--- config.mk ---
export PLATFORM = sky130hd
export DESIGN_NAME = road_curve_line_scroll_flat
export DESIGN_NICKNAME = d
export VERILOG_FILES = /design/src/rtl/rcls_pkg.sv /design/src/rtl/rcls_if.sv /design/src/rtl/road_curve_line_scroll.sv /design/src/flat_wrapper.sv
export SDC_FILE = /design/constraint.sdc
export NUM_CORES = 1
export LEC_CHECK = 0
export ABC_AREA = 1
export ABC_CLOCK_PERIOD_IN_PS = 10500
export BUFFER_PORTS_ARGS = -buffer_cell sky130_fd_sc_hd__buf_2
export CAP_MARGIN = 15
export CELL_PAD_IN_SITES_DETAIL_PLACEMENT = 1
export CELL_PAD_IN_SITES_GLOBAL_PLACEMENT = 2
export CORE_ASPECT_RATIO = 1.75
export CORE_MARGIN = 1
export CORE_UTILIZATION = 30
export CTS_BUF_LIST = sky130_fd_sc_hd__clkbuf_16
export DETAILED_ROUTE_END_ITERATION = 8
export PLACE_DENSITY_LB_ADDON = 0.1
export RECOVER_POWER = 100
export SYNTH_ARGS = -nofsm -noshare
export SYNTH_HDL_FRONTEND = slang
export SYNTH_SLANG_ARGS = --single-unit
--- constraint.sdc ---
create_clock -name clock -period 10.5 [get_ports clock]
set_input_delay 0.525 -clock clock [delete_from_list [all_inputs] [get_ports clock]]
set_output_delay 0.525 -clock clock [all_outputs]
set_load 0.02 [all_outputs]
--- src/rtl/rcls_pkg.sv ---
`default_nettype none
// ----------------------------------------------------------------------------
// Road curve line scroll package
// Shared widths, codes, reset values and the curve rate tables of the
// pseudo-3D road curve generator.
// ----------------------------------------------------------------------------
package rcls_pkg;

   localparam int SCREEN_LINES_DEF  = 224;
   localparam int ROAD_SEGMENTS_DEF = 13;
   localparam int FRAC_BITS_DEF     = 6;

   localparam int DATA_W      = 16;
   localparam int OFFSET_W    = 10;
   localparam int ROW_W       = 8;
   localparam int SEG_W       = 4;
   localparam int SEG_SLOTS   = 16;
   localparam int CSR_INDEX_W = 2;
   localparam int MILLI_SCALE = 1000;

   typedef enum logic [CSR_INDEX_W-1:0] {
      CSR_SPEED         = 2'd0,
      CSR_FAR_DEPTH     = 2'd1,
      CSR_CENTER_OFFSET = 2'd2
   } csr_index_type;

   typedef enum logic {
      CMD_LINE  = 1'b0,
      CMD_FRAME = 1'b1
   } command_type;

   typedef enum logic {
      KIND_ROAD = 1'b0,
      KIND_BACK = 1'b1
   } kind_type;

   localparam logic [DATA_W-1:0]   SPEED_RESET     = 16'hFFFA;
   localparam logic [DATA_W-1:0]   FAR_DEPTH_RESET = 16'd1600;
   localparam logic [OFFSET_W-1:0] CENTER_RESET    = 10'h3A0;
   localparam int                  BACK_START      = -96;
   localparam logic [SEG_W-1:0]    BOTTOM_RESET    = 4'd0;
   localparam logic [SEG_W-1:0]    NEXT_RESET      = 4'd1;

   // Curve rates in thousandths; slots past the defined segments are flat.
   localparam int ROAD_MILLI [SEG_SLOTS] = '{
      0, -20, -40, -20, 0, 0, 60, -60, 0, 20, 0, -30, 30, 0, 0, 0};
   localparam int BACK_MILLI [SEG_SLOTS] = '{
      0, -120, -320, -120, 0, 0, 360, -360, 0, 120, 0, -180, 180, 0, 0, 0};

   // Converts a rate in thousandths to fixed point, truncating toward zero.
   function automatic logic [DATA_W-1:0] fix_rate(input int milli, input int frac);
      return DATA_W'((milli * (1 << frac)) / MILLI_SCALE);
   endfunction

   // Integer part of a fixed point value, rounded toward minus infinity.
   function automatic logic [DATA_W-1:0] int_part(input logic [DATA_W-1:0] x,
                                                  input int frac);
      return DATA_W'($signed(x) >>> frac);
   endfunction

endpackage
`default_nettype wire

--- src/rtl/rcls_if.sv ---
`default_nettype none
// ----------------------------------------------------------------------------
// Road curve line scroll channels
// Valid/ready channels for scanline requests, scroll responses and
// register writes.
// ----------------------------------------------------------------------------
interface rcls_req_if;
   import rcls_pkg::*;

   logic              valid;
   logic              ready;
   logic              command;
   logic [DATA_W-1:0] line_depth;

   modport source (output valid, command, line_depth, input ready);
   modport sink   (input valid, command, line_depth, output ready);
endinterface

interface rcls_rsp_if;
   import rcls_pkg::*;

   logic              valid;
   logic              ready;
   logic              kind;
   logic [ROW_W-1:0]  row;
   logic [DATA_W-1:0] scroll_value;

   modport source (output valid, kind, row, scroll_value, input ready);
   modport sink   (input valid, kind, row, scroll_value, output ready);
endinterface

interface rcls_csr_if;
   import rcls_pkg::*;

   logic                   valid;
   logic                   ready;
   logic [CSR_INDEX_W-1:0] index;
   logic [DATA_W-1:0]      data;

   modport source (output valid, index, data, input ready);
   modport sink   (input valid, index, data, output ready);
endinterface
`default_nettype wire

--- src/rtl/road_curve_line_scroll.sv ---
`default_nettype none
// A request beat is held in the input register until the output register is free.
// Throughput: one request beat per cycle, sustained while responses are taken.
// Line beats update slope and offset; frame beats update the segment registers.
// Synchronous active-high reset restores state; data and payload are not reset.
// Register writes are taken in any cycle, one per cycle.
// ----------------------------------------------------------------------------
// Road curve line scroll
// Turns scanline depths into road line scroll values through slope and
// offset accumulators, and steps the background and curve segments per frame.
// ----------------------------------------------------------------------------
module road_curve_line_scroll #(
   parameter int SCREEN_LINES  = rcls_pkg::SCREEN_LINES_DEF,
   parameter int ROAD_SEGMENTS = rcls_pkg::ROAD_SEGMENTS_DEF,
   parameter int FRAC_BITS     = rcls_pkg::FRAC_BITS_DEF
) (
   input  wire logic       clock,
   input  wire logic       reset,
   rcls_req_if.sink        req_bus,
   rcls_rsp_if.source      rsp_bus,
   rcls_csr_if.sink        csr_bus
);
   import rcls_pkg::*;

   localparam logic [DATA_W-1:0] BACK_RESET = DATA_W'(BACK_START * (1 << FRAC_BITS));

   logic [DATA_W-1:0] road_rate [SEG_SLOTS];
   logic [DATA_W-1:0] back_rate [SEG_SLOTS];

   for (genvar i = 0; i < SEG_SLOTS; i++) begin : g_rate
      assign road_rate[i] = fix_rate(ROAD_MILLI[i], FRAC_BITS);
      assign back_rate[i] = fix_rate(BACK_MILLI[i], FRAC_BITS);
   end

   logic                in_valid_ff, in_valid_in;
   logic                in_command_ff;
   logic [DATA_W-1:0]   in_depth_ff;

   logic                out_valid_ff, out_valid_in;
   logic                out_kind_ff, out_kind_in;
   logic [ROW_W-1:0]    out_row_ff, out_row_in;
   logic [DATA_W-1:0]   out_scroll_ff, out_scroll_in;

   logic [DATA_W-1:0]   speed_ff, speed_in;
   logic [DATA_W-1:0]   far_depth_ff, far_depth_in;
   logic [OFFSET_W-1:0] center_ff, center_in;

   logic [ROW_W-1:0]    line_count_ff, line_count_in;
   logic [DATA_W-1:0]   slope_ff, slope_in;
   logic [DATA_W-1:0]   offset_ff, offset_in;
   logic [DATA_W-1:0]   seg_pos_ff, seg_pos_in;
   logic [DATA_W-1:0]   back_pos_ff, back_pos_in;
   logic [SEG_W-1:0]    bottom_ff, bottom_in;
   logic [SEG_W-1:0]    next_ff, next_in;

   logic                req_beat;
   logic                out_free;
   logic                load_out;
   logic                depth_near;
   logic [DATA_W-1:0]   line_rate;
   logic [DATA_W-1:0]   slope_sum;
   logic [DATA_W-1:0]   offset_sum;
   logic [DATA_W-1:0]   center_ext;
   logic [DATA_W-1:0]   back_sum;
   logic [DATA_W-1:0]   seg_sum;
   logic [SEG_W:0]      next_step;
   logic [ROW_W:0]      line_step;

   assign out_free       = !out_valid_ff || rsp_bus.ready;
   assign load_out       = in_valid_ff && out_free;
   assign req_bus.ready  = !in_valid_ff || out_free;
   assign req_beat       = req_bus.valid && req_bus.ready;
   assign csr_bus.ready  = 1'b1;

   assign rsp_bus.valid        = out_valid_ff;
   assign rsp_bus.kind         = out_kind_ff;
   assign rsp_bus.row          = out_row_ff;
   assign rsp_bus.scroll_value = out_scroll_ff;

   always_comb begin
      depth_near = $signed(in_depth_ff) < $signed(seg_pos_ff);
      line_rate  = depth_near ? road_rate[bottom_ff] : road_rate[next_ff];
      slope_sum  = slope_ff + line_rate;
      offset_sum = offset_ff + slope_sum;
      center_ext = {{(DATA_W-OFFSET_W){center_ff[OFFSET_W-1]}}, center_ff};
      back_sum   = back_pos_ff - back_rate[bottom_ff];
      seg_sum    = seg_pos_ff + speed_ff;
      next_step  = {1'b0, next_ff} + (SEG_W+1)'(1);
      line_step  = {1'b0, line_count_ff} + (ROW_W+1)'(1);
   end

   always_comb begin
      in_valid_in   = req_beat || (in_valid_ff && !out_free);
      out_valid_in  = load_out || (out_valid_ff && !rsp_bus.ready);
      out_kind_in   = out_kind_ff;
      out_row_in    = out_row_ff;
      out_scroll_in = out_scroll_ff;
      line_count_in = line_count_ff;
      slope_in      = slope_ff;
      offset_in     = offset_ff;
      seg_pos_in    = seg_pos_ff;
      back_pos_in   = back_pos_ff;
      bottom_in     = bottom_ff;
      next_in       = next_ff;

      if (load_out) begin
         if (in_command_ff == CMD_LINE) begin
            slope_in      = slope_sum;
            offset_in     = offset_sum;
            out_kind_in   = KIND_ROAD;
            out_row_in    = ROW_W'(SCREEN_LINES - 1) - line_count_ff;
            out_scroll_in = center_ext + int_part(offset_sum, FRAC_BITS);
            if (line_step >= (ROW_W+1)'(SCREEN_LINES)) begin
               line_count_in = '0;
            end else begin
               line_count_in = line_step[ROW_W-1:0];
            end
         end else begin
            back_pos_in   = back_sum;
            out_kind_in   = KIND_BACK;
            out_row_in    = '0;
            out_scroll_in = int_part(back_sum, FRAC_BITS);
            seg_pos_in    = seg_sum;
            if (seg_sum[DATA_W-1]) begin
               bottom_in  = next_ff;
               seg_pos_in = far_depth_ff;
               if (next_step >= (SEG_W+1)'(ROAD_SEGMENTS)) begin
                  next_in = '0;
               end else begin
                  next_in = next_step[SEG_W-1:0];
               end
            end
            line_count_in = '0;
            slope_in      = '0;
            offset_in     = '0;
         end
      end
   end

   always_comb begin
      speed_in     = speed_ff;
      far_depth_in = far_depth_ff;
      center_in    = center_ff;
      if (csr_bus.valid && csr_bus.ready) begin
         case (csr_bus.index)
            CSR_SPEED:         speed_in     = csr_bus.data;
            CSR_FAR_DEPTH:     far_depth_in = csr_bus.data;
            CSR_CENTER_OFFSET: center_in    = csr_bus.data[OFFSET_W-1:0];
            default: begin
            end
         endcase
      end
   end

   always_ff @(posedge clock) begin
      if (reset) begin
         in_valid_ff   <= 1'b0;
         out_valid_ff  <= 1'b0;
         speed_ff      <= SPEED_RESET;
         far_depth_ff  <= FAR_DEPTH_RESET;
         center_ff     <= CENTER_RESET;
         line_count_ff <= '0;
         slope_ff      <= '0;
         offset_ff     <= '0;
         seg_pos_ff    <= FAR_DEPTH_RESET;
         back_pos_ff   <= BACK_RESET;
         bottom_ff     <= BOTTOM_RESET;
         next_ff       <= NEXT_RESET;
      end else begin
         in_valid_ff   <= in_valid_in;
         out_valid_ff  <= out_valid_in;
         speed_ff      <= speed_in;
         far_depth_ff  <= far_depth_in;
         center_ff     <= center_in;
         line_count_ff <= line_count_in;
         slope_ff      <= slope_in;
         offset_ff     <= offset_in;
         seg_pos_ff    <= seg_pos_in;
         back_pos_ff   <= back_pos_in;
         bottom_ff     <= bottom_in;
         next_ff       <= next_in;
      end
   end

   always_ff @(posedge clock) begin
      if (req_beat) begin
         in_command_ff <= req_bus.command;
         in_depth_ff   <= req_bus.line_depth;
      end
      out_kind_ff   <= out_kind_in;
      out_row_ff    <= out_row_in;
      out_scroll_ff <= out_scroll_in;
   end

endmodule
`default_nettype wire

--- src/flat_wrapper.sv ---
// flat-port wrapper written by rule: the top's interface ports become plain ports
module road_curve_line_scroll_flat import rcls_pkg::*;
#(
   parameter int SCREEN_LINES  = rcls_pkg::SCREEN_LINES_DEF,
   parameter int ROAD_SEGMENTS = rcls_pkg::ROAD_SEGMENTS_DEF,
   parameter int FRAC_BITS     = rcls_pkg::FRAC_BITS_DEF
)
  (clock, reset, req_bus_valid, req_bus_command, req_bus_line_depth, req_bus_ready, rsp_bus_valid, rsp_bus_kind, rsp_bus_row, rsp_bus_scroll_value, rsp_bus_ready, csr_bus_valid, csr_bus_index, csr_bus_data, csr_bus_ready);
  rcls_req_if req_bus_i ();
  rcls_rsp_if rsp_bus_i ();
  rcls_csr_if csr_bus_i ();
  input  wire logic clock;
  input  wire logic reset;
  input wire logic [$bits(req_bus_i.valid)-1:0] req_bus_valid;
  input wire logic [$bits(req_bus_i.command)-1:0] req_bus_command;
  input wire logic [$bits(req_bus_i.line_depth)-1:0] req_bus_line_depth;
  output wire logic [$bits(req_bus_i.ready)-1:0] req_bus_ready;
  output wire logic [$bits(rsp_bus_i.valid)-1:0] rsp_bus_valid;
  output wire logic [$bits(rsp_bus_i.kind)-1:0] rsp_bus_kind;
  output wire logic [$bits(rsp_bus_i.row)-1:0] rsp_bus_row;
  output wire logic [$bits(rsp_bus_i.scroll_value)-1:0] rsp_bus_scroll_value;
  input wire logic [$bits(rsp_bus_i.ready)-1:0] rsp_bus_ready;
  input wire logic [$bits(csr_bus_i.valid)-1:0] csr_bus_valid;
  input wire logic [$bits(csr_bus_i.index)-1:0] csr_bus_index;
  input wire logic [$bits(csr_bus_i.data)-1:0] csr_bus_data;
  output wire logic [$bits(csr_bus_i.ready)-1:0] csr_bus_ready;
  assign req_bus_i.valid = req_bus_valid;
  assign req_bus_i.command = req_bus_command;
  assign req_bus_i.line_depth = req_bus_line_depth;
  assign req_bus_ready = req_bus_i.ready;
  assign rsp_bus_valid = rsp_bus_i.valid;
  assign rsp_bus_kind = rsp_bus_i.kind;
  assign rsp_bus_row = rsp_bus_i.row;
  assign rsp_bus_scroll_value = rsp_bus_i.scroll_value;
  assign rsp_bus_i.ready = rsp_bus_ready;
  assign csr_bus_i.valid = csr_bus_valid;
  assign csr_bus_i.index = csr_bus_index;
  assign csr_bus_i.data = csr_bus_data;
  assign csr_bus_ready = csr_bus_i.ready;
  road_curve_line_scroll #(.SCREEN_LINES(SCREEN_LINES), .ROAD_SEGMENTS(ROAD_SEGMENTS), .FRAC_BITS(FRAC_BITS)) u_core (.clock(clock), .reset(reset), .req_bus(req_bus_i), .rsp_bus(rsp_bus_i), .csr_bus(csr_bus_i));
endmodule
* After elaboration in Yosys (flattened, before gate mapping) *
Memory sizes are Yosys's and may differ from the RTL's.
Cells that the tools add are included.

storage, ports and cells
  bits in registers = 166
  bits in read-only memories = 768
  word-level logic and storage cells = 70
  memories kept = 3

cells by class
  $add $sub $neg = 8
  magnitude comparators = 5
  equality and inequality tests = 2
  muxes and demuxes = 15
  bitwise gates (word level) = 2
  reduce and logical (&&, ||, !) cells = 18

memory list
  name             words  width  read ports  clocked after Yosys merged registers in  wr ports  RTL line                      RTL
  (no name shown)  16     16     1           0                                        0         road_curve_line_scroll.sv:82  line_rate = depth_near ? road_rate[bottom_ff] : road_rate[next_ff];
  (no name shown)  16     16     1           0                                        0         road_curve_line_scroll.sv:82
  (no name shown)  16     16     1           0                                        0         road_curve_line_scroll.sv:86  back_sum = back_pos_ff - back_rate[bottom_ff];

operators by type and width
  cell                                                                                 number
  16-bit two-way mux                                                                   11
  16-bit adder                                                                         3
  16-bit less-than comparator                                                          1
  8-bit two-way mux                                                                    2
  16-bit subtractor                                                                    1
  10-bit by 10-bit adder with 11-bit output                                            1
  5-bit greater-or-equal comparator, second input constant                             2
  4-bit NOT with 5-bit output                                                          2
  8-bit by 1-bit adder with 9-bit output, second input constant                        1
  9-bit by 8-bit greater-or-equal comparator with 1-bit output, second input constant  1
  2-bit AND reduction                                                                  4
  8-bit subtractor, first input constant                                               1
  4-bit by 1-bit adder with 5-bit output, second input constant                        1
  5-bit by 4-bit greater-or-equal comparator with 1-bit output, second input constant  1
  1-bit logical AND                                                                    4
  1-bit logical NOT                                                                    4
  1-bit logical OR                                                                     4
  4-bit two-way mux                                                                    1
  3-bit AND reduction                                                                  1
  2-bit by 1-bit == test with 1-bit output, second input constant                      1
  2-bit == test, second input constant                                                 1
  2-bit logical NOT                                                                    1
  1-bit two-way mux                                                                    1

* Longest topological paths before layout *
Gate-level depths: netlist of run 1.

  word-level depth = 9
  depth in mapped cells = 43

* Least setup slack after synthesis of run 1 *
Ideal clock, no wire load.

  path type = register to register
  start point = register u_core.seg_pos_ff[15]
  end point = register u_core.out_scroll_ff[14], in the netlist u_core.rsp_bus.scroll_value[14], data pin
  setup time = 0.262 ns
  arrival = 5.283 ns
  required time = 10.238 ns
  path slack = 4.955 ns
  stages on the path, launching flop included = 35
  clock period less this slack = 5.545 ns
  path through = dfxtp_1 inv_1 ha_1 nand2_1 inv_1 o21ai_0 nand2_1 nor2_1 nand3_1 nand3_2 nand2_1 ha_1 a21o_1 a31oi_2 o21ai_2 xor2_1 ha_1 inv_2 nor4_4 nand2_1 nand3_1 xor2_1 ha_1 inv_1 fa_1 nor2_1 a211oi_1 nor2_1 inv_1 o21ai_0 a21oi_1 o21bai_1 nand2_1 a21oi_1 o21ai_0

between the ends
  cells in the longest elaborated chain, start to end = 6

RTL lines
  element                                    RTL line                       RTL
  start: declaration                         road_curve_line_scroll.sv:51   logic [DATA_W-1:0] seg_pos_ff, seg_pos_in;
  start signal: assignment                   road_curve_line_scroll.sv:178  seg_pos_ff <= seg_pos_in;
  16-bit less-than comparator                road_curve_line_scroll.sv:81   depth_near = $signed(in_depth_ff) < $signed(seg_pos_ff);
  16-bit two-way mux                         road_curve_line_scroll.sv:82
  16-bit adder                               road_curve_line_scroll.sv:83   slope_sum = slope_ff + line_rate;
  16-bit adder                               road_curve_line_scroll.sv:84   offset_sum = offset_ff + slope_sum;
  10-bit by 10-bit adder with 11-bit output  road_curve_line_scroll.sv:112  out_scroll_in = center_ext + int_part(offset_sum, FRAC_BITS);
  16-bit two-way mux                         road_curve_line_scroll.sv:107  if (in_command_ff == CMD_LINE) begin
  end signal: assignment                     road_curve_line_scroll.sv:192  out_scroll_ff <= out_scroll_in;
  end: declaration                           road_curve_line_scroll.sv:42   logic [DATA_W-1:0] out_scroll_ff, out_scroll_in;

No other way between the ends.
A chain may end at the register's enable or synchronous reset.

* Worst setup path after layout of run 1 *
  start point = register u_core.seg_pos_ff[1]
  end point = register u_core.out_scroll_ff[9], in the netlist u_core.rsp_bus.scroll_value[9], data pin

Same word-level chain as after synthesis.

==> results of run 1 <==
-- layout by cell type (no fill, tap or decap), types with 6 or more instances in the layout --
master / n
sky130_fd_sc_hd__a21oi_1: 137
sky130_fd_sc_hd__buf_2: 37
sky130_fd_sc_hd__xnor2_1: 25
sky130_fd_sc_hd__o21bai_1: 9
sky130_fd_sc_hd__clkbuf_1: 36
sky130_fd_sc_hd__dfxtp_1: 124
sky130_fd_sc_hd__o211ai_1: 20
sky130_fd_sc_hd__ha_1: 99
sky130_fd_sc_hd__nor2_1: 99
sky130_fd_sc_hd__nand2_1: 275
sky130_fd_sc_hd__a21o_1: 6
sky130_fd_sc_hd__inv_1: 130
sky130_fd_sc_hd__clkbuf_16: 17
sky130_fd_sc_hd__o21ai_0: 72
sky130_fd_sc_hd__xor2_1: 32
sky130_fd_sc_hd__nand3_2: 7
sky130_fd_sc_hd__edfxtp_1: 37
sky130_fd_sc_hd__nand3_1: 65
-- per-layer routing --
| metal | wire (um) | vias up |
|---|---|---|
| met1 | 11400 | 4069 |
| li1 | - | 4288 |
| met3 | 373 | 28 |
| met2 | 17700 | 56 |
| met5 | 0 | - |
| met4 | 690 | 0 |
-- sequential cells by signal, indices dropped and copies added (netlist names) --
signal / flops
u_core.rsp_bus.kind: 1
u_core.rsp_bus.row: 8
u_core.seg_pos_ff: 16
u_core.line_count_ff: 8
u_core.rsp_bus.scroll_value: 11
u_core.rsp_bus.valid: 1
u_core.speed_ff: 16
u_core.offset_ff: 16
u_core.in_depth_ff: 16
u_core.in_valid_ff: 1
u_core.bottom_ff: 4
u_core.slope_ff: 16
u_core.in_command_ff: 1
u_core.center_ff: 10
u_core.far_depth_ff: 16
u_core.back_pos_ff: 16
u_core.next_ff: 4
-- Yosys cell counts (6+ instances only) --
| library cell | instances |
|---|---|
| sky130_fd_sc_hd__o21ai_1 | 9 |
| sky130_fd_sc_hd__nor3_1 | 6 |
| sky130_fd_sc_hd__o211ai_1 | 19 |
| sky130_fd_sc_hd__edfxtp_1 | 37 |
| sky130_fd_sc_hd__nand3_2 | 8 |
| sky130_fd_sc_hd__a21o_1 | 6 |
| sky130_fd_sc_hd__xnor2_1 | 25 |
| sky130_fd_sc_hd__inv_1 | 126 |
| sky130_fd_sc_hd__nor2_1 | 98 |
| sky130_fd_sc_hd__buf_4 | 6 |
| sky130_fd_sc_hd__a21oi_1 | 135 |
| sky130_fd_sc_hd__dfxtp_1 | 124 |
| sky130_fd_sc_hd__nand2_1 | 273 |
| sky130_fd_sc_hd__clkbuf_1 | 29 |
| sky130_fd_sc_hd__o21ai_0 | 65 |
| sky130_fd_sc_hd__o21ai_2 | 7 |
| sky130_fd_sc_hd__xor2_1 | 32 |
| sky130_fd_sc_hd__o21bai_1 | 9 |
| sky130_fd_sc_hd__inv_2 | 8 |
| sky130_fd_sc_hd__ha_1 | 99 |
| sky130_fd_sc_hd__nand3_1 | 64 |
-- where the power goes --
| part | switching [mW] | internal [mW] |
|---|---|---|
| logic | 0.467 | 0.249 |
| registers | 0.0263 | 0.684 |
| clock network | 0.292 | 0.354 |
-- cell type report --
type | count | area share (%)
clock buffers | 17 | 3.88
clock inverters | 15 | 1.45
inverters | 136 | 4.65
multi-input cells | 916 | 49.6
flip-flops and latches | 161 | 32.8
well taps | 400 | 4.56
repair buffers | 76 | 3.13
-- cells by family (layout without fill, tap and decap cells) --
| kind of cell | Yosys count | count (layout) | synth area share, % |
|---|---|---|---|
| compound gates | 284 | 284 | 17.0 |
| xor+xnor | 57 | 57 | 5.09 |
| fa+ha+maj | 104 | 104 | 13.7 |
| buf+inv | 178 | 244 | 7.11 |
| flops | 161 | 161 | 36.7 |
| mux | 1 | 1 | 0.102 |
| other cells | 1 | 1 | 0.0383 |
| simple gates | 469 | 469 | 20.3 |
-- worst max-delay path: cells and delay by family, from the launching register on --
kind / cells / cell delay [ps]
AND/OR/NAND/NOR: 20 / 2480
AO/OA/AOI/OAI: 10 / 1860
adder cells (fa/ha/maj): 4 / 1530
flip-flops: 1 / 350
XOR/XNOR: 2 / 330
buffers and inverters: 3 / 250
-- path summary, 6_finish.rpt --
path	end	slack (ps)	depth (start not counted)
min reg2reg	u_core.far_depth_ff[9]$_SDFFE_PP1P_	470	2
max	u_core.rsp_bus.scroll_value[9]$_DFFE_PP_	3400	39
max reg2reg	u_core.rsp_bus.scroll_value[9]$_DFFE_PP_	3400	39
min	u_core.in_depth_ff[10]$_DFFE_PP_	250	1
==> impl_summary.log, run 1 <==
INFO  metric status = finished with violations
INFO  metric failing_checks = DRC, capacitance limit, slew limit
INFO  metric dr.first_iter.drc_count = 183
INFO  metric final_antenna_net_count = 0
INFO  metric htreeDepth = 4
INFO  metric use_met1 = 17.5%
INFO  metric regArea = 3590 um2
INFO  metric crit_path_start = u_core.seg_pos_ff[1]$_SDFFE_PP0P_
INFO  metric gr-usage-all-layers = 18.9%
INFO  metric postRouteWirelength = 30,200 um
INFO  metric synth_top_cell_area_share = 25.3%
INFO  metric die_w = 139 um
INFO  metric groute.layer.met3.usage = 2.90%
INFO  metric detailed_place_hpwl = 22,700 um
INFO  metric cts-resized-gates = 0
INFO  metric timing.clock.skew = 14.1 ps
INFO  metric timing.critical_path.arrival = 7260 ps
INFO  metric timing.critical_path.required = 10,660 ps
INFO  metric start_util = 30.4%
INFO  metric preCtsSetupSlack = 3810 ps
INFO  metric antenna_found_initial = 0
INFO  metric critical_path.startpoint_type = flip-flop
INFO  metric finalMaxSlewViolations = 230
INFO  metric yosysTopAreaCell = sky130_fd_sc_hd__dfxtp_1
INFO  metric clkSlewWorstSetupHoldPaths = 70 ps
INFO  metric multi_input_area = 5440 um2
INFO  metric finalSetupViolations = 0
INFO  metric synth-seq-cells = 161
INFO  metric synth-async-reset-ratio = 0%
INFO  metric final_nets = 1,452
INFO  metric cp-end-kind = flip-flop
INFO  metric routability_cong = 0.780
INFO  metric rows = 87
INFO  metric netlist-cell-type-count = 56
INFO  metric diodes = 0
INFO  metric slowest_delay = 530 ps
INFO  metric r2r_start = u_core.seg_pos_ff[1]$_SDFFE_PP0P_
INFO  metric dieArea = 33,400 um2
INFO  metric grt_start_max_net_pins = 64
INFO  metric netlist_area = 9800 um2
INFO  metric grt_first_pass_wirelength = 47,900 um
INFO  metric min_path_type = in -> reg
INFO  metric final_period_minus_worst_setup_slack = 7100 ps
INFO  metric top_usage_layer = met2
INFO  metric stdcell_area = 11,000 um2
INFO  metric holdWs = 248 ps
INFO  metric first_global_vias = 9,061
INFO  metric ys.warnings.count = 0
INFO  metric final_layout_size_suffix_gt1_share = 7.49%
INFO  metric cts-root-to-sink-buffers = 2
INFO  metric root_buffer = sky130_fd_sc_hd__clkbuf_16
INFO  metric detail_route.first_pass.iterations = 8
INFO  metric netlist_instances = 1,255
INFO  metric net_count_after_synthesis = 1,399
INFO  metric final_util = 34.0%
INFO  metric setup_slack_after_layout = 3400 ps
INFO  metric grt_overflow = 0
INFO  metric synth-seq-area-share = 36.7%
INFO  metric leakage = 4.80 nW
INFO  metric min-delay-start = req_bus_line_depth[10]
INFO  metric cts-buffers-inserted = 17
INFO  metric cp_max_fo = 16
INFO  metric timing.critical_path.mode_cell = sky130_fd_sc_hd__nand2_1
INFO  metric clock-sinks = 161
INFO  metric ys_top_cells_by_area = sky130_fd_sc_hd__dfxtp_1 (25%), sky130_fd_sc_hd__ha_1 (13%), sky130_fd_sc_hd__edfxtp_1 (11%)
INFO  metric globalRouteMet2Util = 40.5%
INFO  metric power.density = 189 nW/um2
INFO  metric tritoncts_clock_tree = built
INFO  metric dpl-instance-area = 10,500 um2
INFO  metric routed_via_density = 4.90
INFO  metric place_inst = 1,688
INFO  metric finalSetupTns = 0 ps
INFO  metric maxCapViolations = 5
INFO  metric max-slew-margin-rel = -147%
INFO  metric vdd_drop_max = 109 uV
INFO  metric tightestPinTransition = 3710 ps
INFO  metric nFillCells = 3,996
INFO  metric area_added_between_synthesis_and_finish = 11.9%
INFO  metric cts_hold_buf = 0
INFO  metric f_max = 141 MHz
INFO  metric drt-wirelength-per-cell = 17.5 um
INFO  metric total_power = 2.07 mW
INFO  metric number_of_enable_flip_flop_cells_after_synthesis = 37
INFO  metric critical-path-slowest-cell = sky130_fd_sc_hd__ha_1
INFO  metric post-cts-setup-buffers = 0
INFO  metric drc = 2
INFO  metric grt_setup_unrepaired = no
INFO  metric layout.cells.non_filler = 1,721
INFO  metric die_h = 241 um
INFO  metric clock_latency = 450 ps
INFO  metric port_buffers = 66
INFO  metric path_class = reg -> reg
INFO  metric period_share = 67.6%
INFO  metric hold_violations = 0
INFO  metric floorplan.core_area = 32,200 um2
INFO  metric via_count = 8,441
INFO  metric synth_area_per_cell = 7.81 um2
INFO  metric ys_dominant_reg_cell = sky130_fd_sc_hd__dfxtp_1
INFO  metric io_pins = 68
Power figures use the tool's default switching activity.
==> inputs of run 2 (changes only) <==
ABC_CLOCK_PERIOD_IN_PS = 6200   (was 10500)
clock period = 6.2 ns   (was 10.5 ns; I/O delays follow)
==> run 2 against run 1 <==
Net effect: setup slack lost 3100 ps; largest cell class unchanged; sequential power grew 70%; clock skew shrank 1.7 ps; highest routed layer unchanged; first-iteration DRC count grew 57%; count of clock-buffer cells in the layout is the same; clock power grew 71%; critical path depth is the same; sequential cell count is the same; utilization grew 1.9 points; the flow still finishes with violations (DRC, capacitance limit, slew limit).
==> impl_summary.log, run 2 (synthesized netlist as in run 1, its figures left out) <==
INFO  metric period_share = 94.8%
INFO  metric power.sequential.fraction = 32.4%
INFO  metric port_buffers = 66
INFO  metric dr.first_iter.drc_count = 287
INFO  metric tightestPinTransition = 3710 ps
INFO  metric power.density = 322 nW/um2
INFO  metric leakage = 5.02 nW
INFO  metric io_pins = 68
INFO  metric layout.cells.most_common = sky130_fd_sc_hd__nand2_1
INFO  metric grt_first_pass_wirelength = 48,900 um
INFO  metric clock-sinks = 161
INFO  metric antenna_found_initial = 0
INFO  metric gr-usage-all-layers = 19.4%
INFO  metric crit_path_start = u_core.in_depth_ff[15]$_DFFE_PP_
INFO  metric dpl-instance-area = 10,700 um2
INFO  metric f_max = 170 MHz
INFO  metric maxCapViolations = 3
INFO  metric cp_max_fo = 3
INFO  metric timing.critical_path.mode_cell = sky130_fd_sc_hd__nand2_1
INFO  metric final_period_minus_worst_setup_slack = 5880 ps
INFO  metric first_global_vias = 9,198
INFO  metric layout.cells.most_common_list = sky130_fd_sc_hd__nand2_1 (265), sky130_fd_sc_hd__a21oi_1 (128), sky130_fd_sc_hd__inv_1 (127)
INFO  metric postRouteWirelength = 31,200 um
INFO  metric sw_frac_of_total = 37.2%
INFO  metric routed_via_density = 4.90
INFO  metric root_buffer = sky130_fd_sc_hd__clkbuf_16
INFO  metric drc = 4
INFO  metric vdd_drop_max = 193 uV
INFO  metric holdWs = 34.7 ps
INFO  metric htreeDepth = 4
INFO  metric finalSetupViolations = 0
INFO  metric final_layout_size_suffix_gt1_share = 14.4%
INFO  metric dieArea = 33,400 um2
INFO  metric critical-path-slowest-cell = sky130_fd_sc_hd__edfxtp_1
INFO  metric clock_latency = 450 ps
INFO  metric multi_input_area = 5810 um2
INFO  metric max-slew-margin-rel = -147%
INFO  metric tritoncts_clock_tree = built
INFO  metric rows = 87
INFO  metric final_antenna_net_count = 0
INFO  metric status = finished with violations
INFO  metric clkSlewWorstSetupHoldPaths = 70 ps
INFO  metric cts-root-to-sink-buffers = 2
INFO  metric netSwitchingPower = 1.39 mW
INFO  metric grt_start_max_net_pins = 64
INFO  metric detailed_place_hpwl = 23,200 um
INFO  metric r2r_start = u_core.in_depth_ff[15]$_DFFE_PP_
INFO  metric timing.clock.skew = 12.4 ps
INFO  metric failing_checks = DRC, capacitance limit, slew limit
INFO  metric die_h = 241 um
INFO  metric min-delay-start = req_bus_line_depth[2]
INFO  metric cts-buffers-inserted = 17
INFO  metric min_path_type = in -> reg
INFO  metric cp-end-kind = flip-flop
INFO  metric combinationalPowerShare = 38.0%
INFO  metric stdcell_area = 11,600 um2
INFO  metric grt_overflow = 0
INFO  metric final_nets = 1,481
INFO  metric via_count = 8,569
INFO  metric detail_route.first_pass.iterations = 6
INFO  metric die_w = 139 um
INFO  metric drt-wirelength-per-cell = 17.8 um
INFO  metric diodes = 0
INFO  metric floorplan.core_area = 32,200 um2
INFO  metric internal-power = 2.34 mW
INFO  metric nFillCells = 3,932
INFO  metric slowest_delay = 400 ps
INFO  metric hold_violations = 0
INFO  metric routability_cong = 0.771
INFO  metric path_class = reg -> reg
INFO  metric area_added_between_synthesis_and_finish = 18.1%
INFO  metric regArea = 3600 um2
INFO  metric path_delay_family = simple AND/OR/NAND/NOR gates
INFO  metric start_util = 30.4%
INFO  metric finalMaxSlewViolations = 170
INFO  metric timing.critical_path.required = 6390 ps
INFO  metric critical_path.n_buffers_inverters = 4
INFO  metric critical_path.startpoint_type = flip-flop
INFO  metric clock_power_share = 29.6%
INFO  metric timing.critical_path.arrival = 6070 ps
-- run 2: worst paths after layout --
kind                                              endpoint  depth (start not counted)  slack, ps
setup reg to reg  u_core.rsp_bus.scroll_value[9]$_DFFE_PP_                         39        320
hold reg to reg            u_core.speed_ff[9]$_SDFFE_PP1P_                          2        470
setup / recovery  u_core.rsp_bus.scroll_value[9]$_DFFE_PP_                         39        320
hold / removal             u_core.in_depth_ff[2]$_DFFE_PP_                          1         30
-- run 2: metal layers --
layer | vias to the layer above | part of all wire, % | track usage (%) | routed length [um]
li1 | 4336 | - | - | -
met1 | 4131 | 37 | 18.5 | 11700
met2 | 68 | 59 | 40.9 | 18200
met3 | 34 | 1.5 | 2.48 | 454
met4 | 0 | 2.6 | 7.81 | 812
met5 | - | 0 | 0 | 0
-- run 2: repair_timing --
action                     in CTS  in global routing
resized for setup               3                 59
hold buffers                    0                  0
pin swaps                       2                 20
setup endpoints to repair       3                  6
setup buffers                   0                  7
-- run 2: power by group through the flow --
stage	clock (mW)	combinational, mW	sequential, mW
4_1_cts	1.14	1.35	1.20
2_1_floorplan	0	0.895	1.23
3_5_place_dp	0	1.34	1.23
3_3_place_gp	0	1.33	1.23
5_1_grt	1.18	1.58	1.21
6_report	1.10	1.41	1.21
-- run 2: area by class of cell --
cell class,count,area share (%)
Clock buffer,17,3.67
Clock inverter,14,1.44
Inverter,136,4.41
Multi-Input combinational cell,916,50.2
Sequential cell,161,31.1
Tap cell,400,4.32
Timing Repair Buffer,105,4.93
-- run 2: through the flow --
step	setup slack [ps]	power (mW)	TNS, ps	instances	utilization [%]
3_5_place_dp	-87.2	2.57	-158	1711	33.2
5_1_grt	-65.9	3.97	-65.9	1749	35.9
4_1_cts	8.50	3.70	0	1742	35.1
6_report	321	3.72	0	1749	35.9
3_3_place_gp	45.4	2.55	0	1711	33.2
2_1_floorplan	655	2.13	0	1255	-
-- run 2: worst register-to-register path: cells and delay by family (launching register included) --
kind	cells	cell delay [ps]
AOI/OAI and AO/OA	9	1390
xor gates and xnor gates	1	230
adders and majority gates	5	1480
buffers and inverters	4	320
DFF	1	400
and+or+nand+nor	20	1800
